File: src/rtl/core/kabf_pkg.sv
`timescale 1ns / 1ps
// ----------------------------------------------------------------------------
// Angle and bias Kalman filter: shared package
// Word types, fixed-point helpers, register indexes, datapath micro-operations
// and the two micro-programs that the controller steps through.
// ----------------------------------------------------------------------------
package kabf_pkg;

  // Word and field widths.
  localparam int WORD_W    = 32;
  localparam int DT_W      = 16;
  localparam int NOISE_W   = 31;
  localparam int EXT_W     = WORD_W + 4;
  localparam int CFG_IDX_W = 3;
  localparam int DIV_BITS  = 56;
  localparam int PRED_LEN  = 14;
  localparam int UPD_LEN   = 13;
  localparam int STEP_W    = 4;
  localparam int DIVCNT_W  = 6;

  typedef logic signed [WORD_W-1:0] word_t;
  typedef logic signed [EXT_W-1:0]  ext_t;

  // Reset values.
  localparam word_t              ONE_Q24           = 32'sd16777216;
  localparam logic [NOISE_W-1:0] DEF_ANGLE_NOISE   = 31'd16777;
  localparam logic [NOISE_W-1:0] DEF_BIAS_NOISE    = 31'd50332;
  localparam logic [NOISE_W-1:0] DEF_MEASURE_NOISE = 31'd503316;

  // Configuration register indexes.
  localparam logic [CFG_IDX_W-1:0] CFG_ANGLE_NOISE   = 3'd0;
  localparam logic [CFG_IDX_W-1:0] CFG_BIAS_NOISE    = 3'd1;
  localparam logic [CFG_IDX_W-1:0] CFG_MEASURE_NOISE = 3'd2;
  localparam logic [CFG_IDX_W-1:0] CFG_START_ANGLE   = 3'd3;

  // Datapath micro-operations. OP_M_* launch a multiply; the next one consumes it.
  typedef enum logic [4:0] {
    OP_IDLE,
    OP_RATE,
    OP_M_DT_RATE,
    OP_ANGLE_ADD,
    OP_M_DT_P11,
    OP_DTP11,
    OP_M_DT_DTP11,
    OP_INNER,
    OP_M_DT_INNER,
    OP_P00_ADD,
    OP_OFFDIAG,
    OP_M_QB_DT,
    OP_P11_ADD,
    OP_INNOV,
    OP_DIV_INIT,
    OP_DIV_STEP,
    OP_DIV_ROUND,
    OP_M_K0_Y,
    OP_ANGLE_K,
    OP_M_K1_Y,
    OP_BIAS_K,
    OP_M_K1_P00,
    OP_P10_K,
    OP_M_K1_P01,
    OP_P11_K,
    OP_M_K0_P00,
    OP_P00_K,
    OP_M_K0_P01,
    OP_P01_K,
    OP_RESULT
  } op_t;

  typedef struct packed {
    op_t  op;
    logic load;
  } cmd_t;

  typedef struct packed {
    logic s_pos;
  } status_t;

  // Prediction program, ending with the innovation and the divider set-up.
  function automatic op_t pred_op(input logic [STEP_W-1:0] idx);
    op_t op;
    case (idx)
      4'd0:    op = OP_RATE;
      4'd1:    op = OP_M_DT_RATE;
      4'd2:    op = OP_ANGLE_ADD;
      4'd3:    op = OP_M_DT_P11;
      4'd4:    op = OP_DTP11;
      4'd5:    op = OP_M_DT_DTP11;
      4'd6:    op = OP_INNER;
      4'd7:    op = OP_M_DT_INNER;
      4'd8:    op = OP_P00_ADD;
      4'd9:    op = OP_OFFDIAG;
      4'd10:   op = OP_M_QB_DT;
      4'd11:   op = OP_P11_ADD;
      4'd12:   op = OP_INNOV;
      4'd13:   op = OP_DIV_INIT;
      default: op = OP_IDLE;
    endcase
    return op;
  endfunction

  // Correction program. The bias row goes first so that it sees the old angle row.
  function automatic op_t upd_op(input logic [STEP_W-1:0] idx);
    op_t op;
    case (idx)
      4'd0:    op = OP_DIV_ROUND;
      4'd1:    op = OP_M_K0_Y;
      4'd2:    op = OP_ANGLE_K;
      4'd3:    op = OP_M_K1_Y;
      4'd4:    op = OP_BIAS_K;
      4'd5:    op = OP_M_K1_P00;
      4'd6:    op = OP_P10_K;
      4'd7:    op = OP_M_K1_P01;
      4'd8:    op = OP_P11_K;
      4'd9:    op = OP_M_K0_P00;
      4'd10:   op = OP_P00_K;
      4'd11:   op = OP_M_K0_P01;
      4'd12:   op = OP_P01_K;
      default: op = OP_IDLE;
    endcase
    return op;
  endfunction

  // Sign extension to the wide sum format.
  function automatic ext_t ext(input word_t v);
    return EXT_W'(v);
  endfunction

  // Saturate a wide sum to one word.
  function automatic word_t sat_word(input ext_t v);
    word_t r;
    if (v > EXT_W'(32'sh7fffffff)) begin
      r = 32'sh7fffffff;
    end else if (v < EXT_W'(32'sh80000000)) begin
      r = 32'sh80000000;
    end else begin
      r = v[WORD_W-1:0];
    end
    return r;
  endfunction

  // Magnitude of a word; the most negative word gives 2^31.
  function automatic logic [WORD_W-1:0] mag_word(input word_t v);
    return v[WORD_W-1] ? (32'd0 - 32'(v)) : 32'(v);
  endfunction

  // Apply a sign to a magnitude and saturate to one word.
  function automatic word_t mag_sat(input logic neg, input logic [DIV_BITS-1:0] q);
    logic [WORD_W:0] n;
    word_t r;
    n = 33'd0 - q[WORD_W:0];
    if (neg) begin
      r = (q > 56'h80000000) ? 32'sh80000000 : word_t'(n[WORD_W-1:0]);
    end else begin
      r = (q > 56'h7fffffff) ? 32'sh7fffffff : word_t'(q[WORD_W-1:0]);
    end
    return r;
  endfunction

endpackage

File: src/rtl/core/kabf_ctrl.sv
`timescale 1ns / 1ps
// ----------------------------------------------------------------------------
// Angle and bias Kalman filter: controller
// Steps the datapath through prediction, gain division and correction, and
// owns the handshakes of both channels.
// ----------------------------------------------------------------------------
module kabf_ctrl (
  input  logic                clk,
  input  logic                rst_n,
  input  logic                in_valid,
  output logic                in_ready,
  output logic                out_valid,
  input  logic                out_ready,
  input  kabf_pkg::status_t   status,
  output kabf_pkg::cmd_t      cmd
);
  import kabf_pkg::*;

  typedef enum logic [2:0] {
    S_IDLE,
    S_PRED,
    S_DIV,
    S_UPD,
    S_DONE
  } state_t;

  state_t              state_r;
  logic [STEP_W-1:0]   step_r;
  logic [DIVCNT_W-1:0] div_cnt_r;
  logic                out_valid_r;
  logic                in_fire;

  assign in_ready  = (state_r == S_IDLE);
  assign in_fire   = in_valid && in_ready;
  assign out_valid = out_valid_r;

  // Command decode from state and program step.
  always_comb begin
    cmd.load = in_fire;
    case (state_r)
      S_PRED:  cmd.op = pred_op(step_r);
      S_DIV:   cmd.op = OP_DIV_STEP;
      S_UPD:   cmd.op = upd_op(step_r);
      S_DONE:  cmd.op = (!out_valid_r || out_ready) ? OP_RESULT : OP_IDLE;
      default: cmd.op = OP_IDLE;
    endcase
  end

  // State, counters and the result valid flag.
  always_ff @(posedge clk) begin
    if (!rst_n) begin
      state_r     <= S_IDLE;
      step_r      <= '0;
      div_cnt_r   <= '0;
      out_valid_r <= 1'b0;
    end else begin
      if (out_valid_r && out_ready) begin
        out_valid_r <= 1'b0;
      end
      case (state_r)
        S_IDLE: begin
          if (in_fire) begin
            state_r <= S_PRED;
            step_r  <= '0;
          end
        end
        S_PRED: begin
          if (step_r == STEP_W'(PRED_LEN - 1)) begin
            step_r    <= '0;
            div_cnt_r <= '0;
            state_r   <= status.s_pos ? S_DIV : S_DONE;
          end else begin
            step_r <= step_r + 1'b1;
          end
        end
        S_DIV: begin
          if (div_cnt_r == DIVCNT_W'(DIV_BITS - 1)) begin
            state_r <= S_UPD;
            step_r  <= '0;
          end else begin
            div_cnt_r <= div_cnt_r + 1'b1;
          end
        end
        S_UPD: begin
          if (step_r == STEP_W'(UPD_LEN - 1)) begin
            state_r <= S_DONE;
          end else begin
            step_r <= step_r + 1'b1;
          end
        end
        S_DONE: begin
          if (cmd.op == OP_RESULT) begin
            out_valid_r <= 1'b1;
            state_r     <= S_IDLE;
          end
        end
        default: state_r <= S_IDLE;
      endcase
    end
  end

  // A new transaction always starts the prediction program.
  a_accept_starts: assert property (@(posedge clk) disable iff (!rst_n)
    in_fire |=> (state_r == S_PRED) && (step_r == '0))
    else $error("accepted transaction did not start prediction");

  // A waiting result is never overwritten.
  a_no_overwrite: assert property (@(posedge clk) disable iff (!rst_n)
    (out_valid_r && !out_ready) |-> (cmd.op != OP_RESULT))
    else $error("result overwritten while still waiting");

  // Writing a result raises valid in the next cycle.
  a_result_valid: assert property (@(posedge clk) disable iff (!rst_n)
    (cmd.op == OP_RESULT) |=> out_valid_r)
    else $error("result written but valid not raised");

  // The divider only runs after a positive S was seen.
  a_div_entry: assert property (@(posedge clk) disable iff (!rst_n)
    (state_r == S_PRED && step_r == STEP_W'(PRED_LEN - 1) && !status.s_pos)
      |=> (state_r == S_DONE))
    else $error("correction entered with S not positive");

endmodule

File: config.mk
export PLATFORM = sky130hd
export DESIGN_NAME = kabf_ctrl
export DESIGN_NICKNAME = d
export VERILOG_FILES = /design/src/rtl/core/kabf_pkg.sv /design/src/rtl/core/kabf_ctrl.sv
export SDC_FILE = /design/constraint.sdc
export NUM_CORES = 1
export LEC_CHECK = 0
export BUFFER_PORTS_ARGS = -buffer_cell sky130_fd_sc_hd__buf_2
export CELL_PAD_IN_SITES_DETAIL_PLACEMENT = 0
export CELL_PAD_IN_SITES_GLOBAL_PLACEMENT = 1
export CORE_MARGIN = 3
export CORE_UTILIZATION = 47
export DETAILED_ROUTE_END_ITERATION = 10
export GPL_TIMING_DRIVEN = 0
export PLACE_DENSITY = 0.83
export REMOVE_ABC_BUFFERS = 1
export SKIP_CTS_REPAIR_TIMING = 1
export SYNTH_ARGS = -nofsm -noshare
export SYNTH_HDL_FRONTEND = slang
export SYNTH_SLANG_ARGS = --single-unit
File: constraint.sdc
create_clock -name clk -period 3.2 [get_ports clk]
set_input_delay 0.48 -clock clk [delete_from_list [all_inputs] [get_ports clk]]
set_output_delay 0.48 -clock clk [all_outputs]
set_load 0.1 [all_outputs]
==> results, run 1 <==
- The worst-case IR drop observed on VDD is 496 uV.
- In this run the clock root is driven by a clkbuf_4.
- The mapped cell area is 1380 sq um.
- The count of final hold-check violations came to 0.
- Detailed placement ended at an HPWL of 2220 um.
- In the synthesized netlist the async set-or-reset flop fraction comes to 0%.
- Derived from the worst setup path, the maximum achievable clock frequency is 0.379 GHz.
- The number of buffers created by CTS is 3.
- The cell area after placement is 1440 sq um.
- The die is 60.1 um wide.
- The leading cell type by number of instances after synthesis is dfxtp_1.
- In the routed design, unresolved DRC markers number 0.
- The last weighted congestion value of the routability-driven placer is 0.790.
- Entering global routing, the biggest net connects 21 pins.
- The worst path required time is 2.72 ns.
- The latest clock arrival within the worst-skew pair is 0.31 ns.
- The number of synthesized register bits is 23.
- The utilization of the core after routing is 52.6%.
- The clock edge transition at the registers on the reported setup and hold paths is 0.13 ns.
- The vias per cell is 5.96.
- The number of distinct library cell variants in the gate-level netlist after synthesis is 49.
- TritonCTS built the clock tree.
- STA classifies the critical path startpoint as a flip-flop.
- The count of buffers added on input and output ports is 12.
- The detailed router placed 1187 vias in this run.
- The residual overflow from global routing is 0.
- The first global-routing pass estimated 5130 um of wire.
- The synthesized design contains 0 enable-type register cells.
- The maximum fanout along the worst path is 19.
- Measured along the y axis, the die boundary spans 60.1 um.
- The average instance in the mapped netlist occupies 8.61 sq um.
- The area added between synthesis and finish is 6.27%.
- The post-route non-filler standard cell count is 199.
- The count of nets left with antenna violations once routing finished came out at 0.
- Sequential cells were found to cover 33.4% of the synthesized design area.
- The largest total area in the synthesized netlist belongs to dfxtp_1.
- The maximum number of buffers from clock root to sink is 2.
- The cell count after synthesis is 160.
- Setup repair after global routing left no endpoint under its margin.
- The number of DRC markers in iteration 0 is 74.
- The number of top-level pins is 13.
- The cell count after placement is 195.
- In this run the core area contains 19 standard-cell rows.
- The total number of clock tree sinks is 23.
- The via count of the first global-routing pass is 1137.
- Once the floorplan was initialized, standard cells occupied 49.5% of the core.
- The number of antenna diodes in the final layout is 0.
- The worst slew slack as a fraction of its limit is 52.3%.
- The max-slew violation total from the final report came to 0.
- The total core area is 2780 sq um.
- The layout has 271 filler cells.
- The number of warnings printed during yosys synthesis is 0.
- The share of cells above drive strength 1 is 16.7%.
- In the global route stage, overall resource usage came out at 18.7%.
- The worst setup path is captured at an output port.
- The final setup violation count is 0.
- The reported leakage power is 0.627 nW.
- At the pin with the least slew margin, the transition time is 0.714 ns.
- The routed design could run at a clock period as short as 2.64 ns.
- In this run the number of H-tree levels came out at 1.
- At the end of the flow, the number of nets in the layout was 180.
- The data arrival at the endpoint of the critical path is 2.16 ns.
- The first TritonRoute pass finished after 4 iterations.
- The tightest hold path in the finished design has a slack of 0.482 ns.
- The post-route standard cell area excluding fillers is 1460 sq um.
- In this run the biggest area consumer among cell types represents 33.4% of the synthesized area.
- The number of antenna violations at the first check in global routing is 0.
- Across the routed clock network, the largest skew measured is 0.00708 ns.
- After layout, the worst path uses 82.4% of the clock period.
- The most used flip-flop cell after synthesis is dfxtp_1.
- In the synthesized netlist, the cells that appear most often are dfxtp_1 (23), nor2_1 (17), nand2_1 (11), a21oi_1 (10), nand3_1 (8).
- The flow ran to the end, and the final reports show no timing, DRC or antenna violations.
- The aggregate routed wire length is 2980 um.
- The total power density per cell area is 641 nW/um^2.
- The worst setup path category is reg -> out.
- The average routed wire per standard cell is 15.0 um.
- The area of the die is 3620 sq um.
- The min-delay analysis places its worst path in the category in -> reg.
- Across the run, the number of max-cap violations was 0.
- Yosys attributes the largest share of cell area to dfxtp_1 (33%), ha_1 (5.4%), nor2_1 (4.6%), a21oi_1 (3.6%), nand2_1 (3.0%).
==> worst paths after layout <==
| check | slack [ns] | cells past startpoint | to | startpoint |
|---|---|---|---|---|
| hold reg to reg | 0.52 | 2 | div_cnt_r[1]$_SDFFE_PN0P_ | div_cnt_r[1]$_SDFFE_PN0P_ |
| setup reg to reg | 0.64 | 8 | flip-flop | state_r[1]$_SDFFE_PN0P_ |
| setup / recovery | 0.56 | 4 | cmd[5] | state_r[0]$_SDFFE_PN0P_ |
| hold / removal | 0.48 | 3 | out_valid$_SDFF_PN0_ | out_ready |
==> where the power goes <==
part / switching (mW) / internal [mW] / total (mW)
combinational: 0.332 / 0.105 / 0.436
sequential: 0.0512 / 0.314 / 0.365
clock: 0.0887 / 0.0486 / 0.137
==> metrics by stage <==
step / setup TNS, ns / total power [mW] / worst slack, ns
global placement: 0 / 0.799 / 0.728
global route: 0 / 0.997 / 0.410
floorplan: -1.81 / 0.725 / -0.862
CTS: 0 / 0.944 / 0.572
finish: 0 / 0.939 / 0.564
detailed placement: 0 / 0.808 / 0.698
==> cell type report <==
cell class / instances / area (sq um) / share of cell area, %
Clock buffer: 4 / 26.3 / 1.79
Sequential cell: 23 / 460 / 31.5
Inverter: 7 / 26.3 / 1.79
Multi-Input combinational cell: 122 / 852 / 58.2
Timing Repair Buffer: 12 / 60.1 / 4.10
Tap cell: 31 / 38.8 / 2.65
==> layout by cell type, fill, tap and decap left out, types with 2 or more instances in the layout <==
master     n
a21boi_0   3
a21o_1     2
a21oi_1   10
a21oi_2    3
a31oi_1    2
a32o_1     2
and2_1     2
and3_1     3
and4_1     2
buf_2     12
clkbuf_4   3
dfxtp_1   23
ha_1       6
inv_1      6
nand2_1   11
nand2b_1   4
nand3_1    8
nand4_1    3
nand4b_1   2
nor2_1    17
nor2b_1    3
nor3_1     6
o211a_1    2
o21ai_0    2
o31ai_1    4
or2_1      2
xnor2_1    2
xor2_1     3
==> worst max-delay path, stage by stage (launching register included) <==
cell     delay, ns
dfxtp_1       0.78
nor2b_1       0.41
nand3_1       0.12
nand2_1       0.10
buf_2         0.42
==> layer usage <==
metal | vias to the layer above | GRT usage [%] | share of wire [%]
met1 | 563 | 26.0 | 47
met5 | - | 0 | 0
met3 | 6 | 3.02 | 5.1
li1 | 591 | - | -
met4 | 0 | 6.01 | 1.4
met2 | 27 | 29.2 | 46
==> cell families (layout without fill, tap and decap cells) <==
logic type / after synthesis / after routing / share of synthesized area (%)
xor gates and xnor gates: 6 / 6 / 5.18
buffers and inverters: 15 / 23 / 4.72
and+or+nand+nor: 70 / 70 / 28.9
adders and majority gates: 6 / 6 / 5.45
DFF: 23 / 23 / 33.4
AOI/OAI and AO/OA: 40 / 40 / 22.3
Note: power is estimated with default switching activity, not from simulation.
==> run 2, diff against run 1 <==
- ABC_AREA: not set -> 1
- CORE_UTILIZATION: 47 -> 41
- PLACE_DENSITY: 0.83 -> 0.77
- clock period: 3.2 -> 2.64 ns (I/O delays scaled with it)
==> results, run 2 <==
- Run status: complete, no violations (unchanged).
- The number of top-level pins is 13 (unchanged).
- The delay of the slowest cell on the worst path is 0.56 ns (was 0.78 ns).
- The post-route standard cell area excluding fillers was 1520 sq um (was 1460 sq um).
- Setup repair after global routing missed its margin: no (unchanged).
- The worst slew slack as a fraction of its limit is 59.0% (was 52.3%).
- Cell chain of the critical path: nand2_1 > nor2_1 > nand2_1 > nand2_1 > nor2_1 > inv_1 > buf_2 (was nor2b_1 > nand3_1 > nand2_1 > buf_2).
- The maximum number of buffers from clock root to sink came to 2 (unchanged).
- The aggregate routed wire length is 2730 um (was 2980 um).
- The vias per cell is 4.71 (was 5.96).
- The prevailing post-synth register cell is dfxtp_1 (unchanged).
- The share of cells above drive strength 1 is 17.2% (was 16.7%).
- The number of warnings printed during yosys synthesis is 0 (unchanged).
- The vertical die dimension is 64.7 um (was 60.1 um).
- The total number of clock tree sinks is 23 (unchanged).
- The area share of the leading cell type in the synthesized netlist is 32.6% (was 33.4%).
- Area contributors post-synth: dfxtp_1 (33%), nand2_1 (15%), inv_1 (9.3%), nor2_1 (6.1%), ha_1 (5.3%) (was dfxtp_1 (33%), ha_1 (5.4%), nor2_1 (4.6%), a21oi_1 (3.6%), nand2_1 (3.0%)).
- Synth top cells by count: nand2_1 (55), inv_1 (35), dfxtp_1 (23), nor2_1 (23), nand3_1 (15) (was dfxtp_1 (23), nor2_1 (17), nand2_1 (11), a21oi_1 (10), nand3_1 (8)).
- The first-pass GRT wire length is 4820 um (was 5130 um).
- The number of synthesized register bits is 23 (unchanged).
- The transition time at the pin with the least slew margin was 0.615 ns (was 0.714 ns).
- The number of synthesized flops with an enable pin came to 0 (unchanged).
- The worst-path cell with the longest stage delay was dfxtp_1 (unchanged).
- The mapped cell area is 1410 sq um (was 1380 sq um).
- The clock edge transition at the registers on the reported setup and hold paths is 0.13 ns (about the same).
- The most frequent cell on the critical path is nand2_1.
- The sequential-to-total area share from yosys stat was 32.6% (was 33.4%).
- The footprint of the flip-flops and latches is 460 sq um (unchanged).
- The via count of the first global-routing pass came to 1101 (was 1137).
- The cell area after placement is 1490 sq um (was 1440 sq um).
- The largest clock skew in the final design is 0.00175 ns (was 0.00708 ns).
- The final setup violation count is 0 (unchanged).
- The most area-hungry cell type in the Yosys netlist was dfxtp_1 (unchanged).
- The number of distinct library cell variants in the gate-level netlist after synthesis came to 29 (was 49).
- The fmax is 0.422 GHz.
- The cell at the root of the clock tree is clkbuf_4 (unchanged).
- The max-slew violation total from the final report is 0 (unchanged).
- The number of DRC markers in iteration 0 came to 64 (was 74).
- The TritonCTS clock tree was built (unchanged).
- The count of buffering cells on the critical path with inverters included is 2 (was 1).
- The number of buffers created by CTS was 3 (unchanged).
- The average routed wire per standard cell was 10.3 um (was 15.0 um).
- The count of max-cap constraint violations was 0 (unchanged).
- The met3 usage in global routing is 3.81% (was 3.02%).
- The area of the die is 4180 sq um (was 3620 sq um).
- The count of final hold-check violations is 0 (unchanged).
- The number of placement rows is 20 (was 19).
- The per-instance average area after synthesis is 6.75 sq um (was 8.61 sq um).
- The count of filler cells inserted in the layout is 352 (was 271).
- The antenna diode count came to 0 (unchanged).
- The shortest clock period the worst path allows after layout is 2.37 ns.
- The number of nets still failing antenna checks after routing is 0 (unchanged).
- Leading cell types in the layout, fill and taps excluded: nand2_1 (55), inv_1 (35), nor2_1 (23), dfxtp_1 (23), nand3_1 (15) (was dfxtp_1 (23), nor2_1 (17), buf_2 (12)).
- The worst setup path category is reg -> out (unchanged).
- The most frequent standard cell in the layout excluding fill and tap cells is nand2_1 (was dfxtp_1).
- The startpoint of the lowest-slack register-to-register path is step_r[0]$_SDFFE_PN0N_ (was state_r[1]$_SDFFE_PN0P_).
- The critical path startpoint category was a flip-flop (unchanged).
- The number of antenna violations at the first check in global routing came to 0 (unchanged).
- The met1 routing resource usage after global routing is 19.7% (was 26.0%).
- The largest net degree at the start of global routing came to 15 (was 21).
- The routing usage on met2 is 23.1% (was 29.2%).
- The leading cell type by number of instances after synthesis is nand2_1 (was dfxtp_1).
- The total number of H-tree levels came to 1 (unchanged).
- The cell count after synthesis is 209 (was 160).
- The initial core utilization is 44.4% (was 49.5%).
- The async set-or-reset flop fraction in the synthesized netlist came to 0% (unchanged).
- The top cell family by delay on the critical path is simple AND/OR/NAND/NOR gates (was flip-flops).
- The latest clock arrival within the worst-skew pair is 0.31 ns (about the same).
- The worst hold path class was in -> reg (unchanged).
- The number of cells on the worst reg-to-reg path is 13 (was 8).
- The post-route setup TNS came to 0 ns (unchanged).
- The utilization of the core after routing was 47.9% (was 52.6%).
- The horizontal extent of the die came to 64.7 um (was 60.1 um).
- The capturing element type of the critical path is an output port (unchanged).
- The worst min-delay path startpoint is out_ready (unchanged).
- The final critical path takes up 89.8% of the cycle.
- The residual overflow from global routing is 0 (unchanged).
- The slack of the worst reg-to-reg path is 0.29 ns (was 0.64 ns).
- The hold path endpoint was out_valid$_SDFF_PN0_ (unchanged).
- The hold-critical path depth is 4 (was 3).
- The detailed-routing iteration count for the pre-antenna-repair pass is 4 (unchanged).
- The last weighted congestion value of the routability-driven placer was 0.789 (was 0.790).
- The global router's overall resource usage is 14.5% (was 18.7%).
- The area added between synthesis and finish was 7.80% (was 6.27%).
- The worst path required time is 2.24 ns (was 2.72 ns).
- The total core area is 3180 sq um (was 2780 sq um).
- The data arrival at the endpoint of the critical path was 1.97 ns (was 2.16 ns).
- The detailed placement HPWL came to 2190 um (was 2220 um).
- The most utilized layer in the global route result was met2 (unchanged).
- The number of remaining DRC errors is 0 (unchanged).
- The final-stage net count came to 233 (was 180).
- The maximum fanout along the worst path came to 8 (was 19).
- The count of vias placed by the detailed router is 1248 (was 1187).
- The number of logic stages on the critical path including buffering is 7 (was 4).
- The total area of multi-input combinational cells is 767 sq um (was 852 sq um).
- The count of input and output buffers is 12 (unchanged).
-- run 2: cell count changes in the layout (fill, tap and decap cells not counted), moves of 4 or more --
| cell | before | now |
|---|---|---|
| nor2_1 | 17 | 23 |
| nor3_1 | 6 | 1 |
| nand2_1 | 11 | 55 |
| nand3_1 | 8 | 15 |
| inv_1 | 6 | 35 |
| nand2b_1 | 4 | 0 |
| o21ai_0 | 2 | 6 |
| o31ai_1 | 4 | 0 |
-- run 2: worst max path at each step --
stage | start | slack (ns) | end
5_1_grt | step_r[0]$_SDFFE_PN0N_ | 0.01 | flip-flop
2_1_floorplan | out_valid$_SDFF_PN0_ | -0.31 | state_r[0]$_SDFFE_PN0P_
3_3_place_gp | step_r[0]$_SDFFE_PN0N_ | 0.34 | flip-flop
6_report | state_r[1]$_SDFFE_PN0P_ | 0.27 | cmd[3]
3_5_place_dp | step_r[0]$_SDFFE_PN0N_ | 0.32 | flip-flop
4_1_cts | state_r[1]$_SDFFE_PN0P_ | 0.25 | cmd[3]
-- run 2: worst register-to-register path, delay by kind of cell, from the launching register on --
kind                     cells  cell delay [ns]
flip-flops                   1             0.40
AO/OA/AOI/OAI                1             0.49
adder cells (fa/ha/maj)      2             0.45
AND/OR/NAND/NOR              7             0.73
buffers and inverters        3             0.21
-- run 2: cell type report --
| type | count | area share, % |
|---|---|---|
| tap | 44 | 3.62 |
| clock inverter | 1 | 0.493 |
| sequential | 23 | 30.3 |
| clock buffer | 3 | 1.48 |
| timing repair buffer | 12 | 3.95 |
| inverter | 39 | 9.79 |
| multi-input combinational | 143 | 50.4 |
-- run 2: kinds of logic (layout without fill, tap and decap cells) --
| group | after synthesis | in the layout | share of synthesized area, % |
|---|---|---|---|
| compound gates | 20 | 20 | 8.07 |
| fa+ha+maj | 6 | 6 | 5.32 |
| simple gates | 116 | 116 | 40.3 |
| buf+inv | 43 | 55 | 13.0 |
| xor+xnor | 1 | 1 | 0.621 |
| flops | 23 | 23 | 32.6 |
-- run 2: routing by layer --
layer / share of wire [%] / vias to the layer above
li1: - / 672
met1: 51 / 551
met2: 45 / 23
met3: 4.1 / 2
met4: 0.55 / 0
met5: 0 / -
-- run 2: through the flow --
stage	cells	setup slack [ns]	hold WS (ns)
after global placement	261	0.345	0.464
after CTS	265	0.252	0.335
after detailed placement	261	0.325	0.471
after global routing	265	0.0126	0.359
final	265	0.269	0.347
after floorplan	205	-0.308	0.452
Power of run 2 is not shown: default switching activity piles up to over one toggle a cycle in this logic, so the estimate is an artifact.
==> run 3, diff against run 2 <==
- ABC_AREA: 1 -> not set
- CORE_UTILIZATION: 41 -> 44
- PLACE_DENSITY: 0.77 -> 0.78
==> results, run 3 (synthesis gave the netlist of run 1 again) <==
- The max-slew violation total from the final report is 0 (unchanged).
- The analysis attributes to cell leakage a power of 0.631 nW.
- The count of filler cells inserted in the layout is 289 (was 352).
- The aggregate routed wire length is 3080 um (was 2730 um).
- The TritonCTS clock tree is built (unchanged).
- The worst min-delay path startpoint is rst_n (was out_ready).
- The worst setup path category is reg -> reg (was reg -> out).
- The worst hold path class is in -> reg (unchanged).
- Leading cell types in the layout, fill and taps excluded: dfxtp_1 (21), nor2_1 (16), buf_2 (12) (was nand2_1 (55), inv_1 (35), nor2_1 (23), dfxtp_1 (23), nand3_1 (15)).
- The largest net degree at the start of global routing is 21 (was 15).
- The detailed-routing iteration count for the pre-antenna-repair pass is 4 (unchanged).
- The antenna diode count is 0 (unchanged).
- The total number of clock tree sinks is 23 (unchanged).
- The largest clock skew in the final design is 0.00232 ns (was 0.00175 ns).
- The global router's overall resource usage is 18.1% (was 14.5%).
- The post-route non-filler standard cell count came to 210 (was 265).
- The data arrival at the endpoint of the critical path is 2.62 ns (was 1.97 ns).
- The initial core utilization was 47.9% (was 44.4%).
- The most frequent cell on the critical path is a21oi_1 (was nand2_1).
- The final-stage net count is 180 (was 233).
- Setup repair after global routing missed its margin: no (unchanged).
- The count of final hold-check violations is 0 (unchanged).
- The number of nets still failing antenna checks after routing is 0 (unchanged).
- The cell at the root of the clock tree is clkbuf_4 (unchanged).
- The fmax is 0.416 GHz (was 0.422 GHz).
- The number of remaining DRC errors was 0 (unchanged).
- The critical path startpoint category is a flip-flop (unchanged).
- The number of buffers created by CTS is 3 (unchanged).
- The worst path required time is 2.85 ns (was 2.24 ns).
- The most frequent standard cell in the layout excluding fill and tap cells is dfxtp_1 (was nand2_1).
- The cell area after placement is 1450 sq um (was 1490 sq um).
- For this design the ratio of total power to cell area is 771 nW/um^2.
- The number of cells on the worst reg-to-reg path is 9 (was 13).
- The delay of the slowest cell on the worst path is 0.44 ns (was 0.56 ns).
- The first-pass GRT wire length was 5140 um (was 4820 um).
- The latest clock arrival within the worst-skew pair was 0.31 ns (about the same).
- The last weighted congestion value of the routability-driven placer was 0.769 (was 0.789).
- The hold path endpoint is div_cnt_r[0]$_SDFFE_PN0P_ (was out_valid$_SDFF_PN0_).
- The cell count after placement is 206 (was 261).
- The vertical die dimension is 62.0 um (was 64.7 um).
- Run status: complete, no violations (unchanged).
- The vias per cell came to 5.61 (was 4.71).
- The worst-path cell with the longest stage delay is a311o_4 (was dfxtp_1).
- The area of the die is 3840 sq um (was 4180 sq um).
- The number of DRC markers in iteration 0 came to 84 (was 64).
- The startpoint of the lowest-slack register-to-register path is div_cnt_r[0]$_SDFFE_PN0P_ (was step_r[0]$_SDFFE_PN0N_).
- The clock edge transition at the registers on the reported setup and hold paths is 0.13 ns (about the same).
- The area added between synthesis and finish is 7.72% (was 7.80%).
- The maximum number of buffers from clock root to sink came to 2 (unchanged).
- The slack of the worst reg-to-reg path is 0.23 ns (was 0.29 ns).
- The count of input and output buffers is 12 (unchanged).
- The part of the cycle the worst path needs came to 91.2% (was 89.8%).
- The capturing element type of the critical path is a flip-flop (was output port).
- The shortest clock period the worst path allows after layout is 2.41 ns (was 2.37 ns).
- The via count of the first global-routing pass is 1081 (was 1101).
- The number of antenna violations at the first check in global routing is 0 (unchanged).
- The hold-critical path depth was 2 (was 4).
- The number of top-level pins is 13 (unchanged).
- The total number of H-tree levels was 1 (unchanged).
- The pre-CTS setup slack is 0.131 ns (was 0.325 ns).
- The post-route standard cell area excluding fillers is 1480 sq um (was 1520 sq um).
- The share of cells above drive strength 1 was 19.0% (was 17.2%).
- The utilization of the core after routing is 51.6% (was 47.9%).
- The count of vias placed by the detailed router is 1178 (was 1248).
- The post-route worst setup slack is 0.233 ns (was 0.269 ns).
- The maximum fanout along the worst path was 7 (was 8).
- The count of max-cap constraint violations was 0 (unchanged).
- The horizontal extent of the die is 62.0 um (was 64.7 um).
- The total core area is 2880 sq um (was 3180 sq um).
- The worst slew slack as a fraction of its limit came to 60.2% (was 59.0%).
- The final setup violation count is 0 (unchanged).
- The number of placement rows came to 19 (was 20).
- The worst slack on hold paths is 0.393 ns (was 0.347 ns).
- The detailed placement HPWL was 2240 um (was 2190 um).
- Cell chain of the critical path: ha_1 > and4_4 > a311o_4 > a21oi_1 > a21oi_1 > or2_1 > ha_1 > nor2_1 > a21oi_1 (was nand2_1 > nor2_1 > nand2_1 > nand2_1 > nor2_1 > inv_1 > buf_2).
- The transition time at the pin with the least slew margin is 0.596 ns (was 0.615 ns).
- The maximum ir drop on the vdd rail is 270 uV.
- The residual overflow from global routing is 0 (unchanged).
- The average routed wire per standard cell is 14.7 um (was 10.3 um).
==> run 3: final cells by class <==
type	count	area (sq um)	area share (%)
Clock buffer	3	22.5	1.52
Clock inverter	1	5.00	0.337
Inverter	7	26.3	1.77
Multi-Input combinational cell	122	855	57.6
Sequential cell	23	463	31.2
Tap cell	42	52.6	3.54
Timing Repair Buffer	12	60.1	4.05
==> run 3: worst max path at each step <==
stage | from | end | slack (ns) | depth (start not counted)
3_3_place_gp | state_r[1]$_SDFFE_PN0P_ | flip-flop | 0.15 | 8
4_1_cts | state_r[0]$_SDFFE_PN0P_ | cmd[5] | 0.07 | 4
2_1_floorplan | state_r[1]$_SDFFE_PN0P_ | cmd[0] | -1.34 | 2
6_report | div_cnt_r[0]$_SDFFE_PN0P_ | flip-flop | 0.23 | 9
5_1_grt | div_cnt_r[0]$_SDFFE_PN0P_ | flip-flop | 0.05 | 9
3_5_place_dp | state_r[1]$_SDFFE_PN0P_ | flip-flop | 0.13 | 8
==> run 3: where the power goes <==
group / internal, mW / switching, mW
registers: 0.383 / 0.0626
clock network: 0.0567 / 0.112
logic: 0.127 / 0.402
==> run 3: worst max-delay path: cells and delay by family (launching register included) <==
family | cells | cell delay [ns]
DFF | 1 | 0.37
and+or+nand+nor | 3 | 0.67
adders and majority gates | 2 | 0.47
AOI/OAI and AO/OA | 4 | 0.81
==> run 3: routing by layer <==
layer	global-route usage, %	vias up	wire [um]	part of all wire, %
met5	0	-	0	0
met4	3.03	0	18	0.58
met3	5.37	2	136	4.4
met2	28.4	28	1440	47
met1	25.0	557	1490	48
li1	-	591	-	-
==> run 3: stage by stage <==
stage	power, mW	TNS [ns]
2_1_floorplan	0.878	-4.56
3_3_place_gp	0.969	0
3_5_place_dp	0.981	0
4_1_cts	1.15	0
5_1_grt	1.22	0
6_report	1.14	0
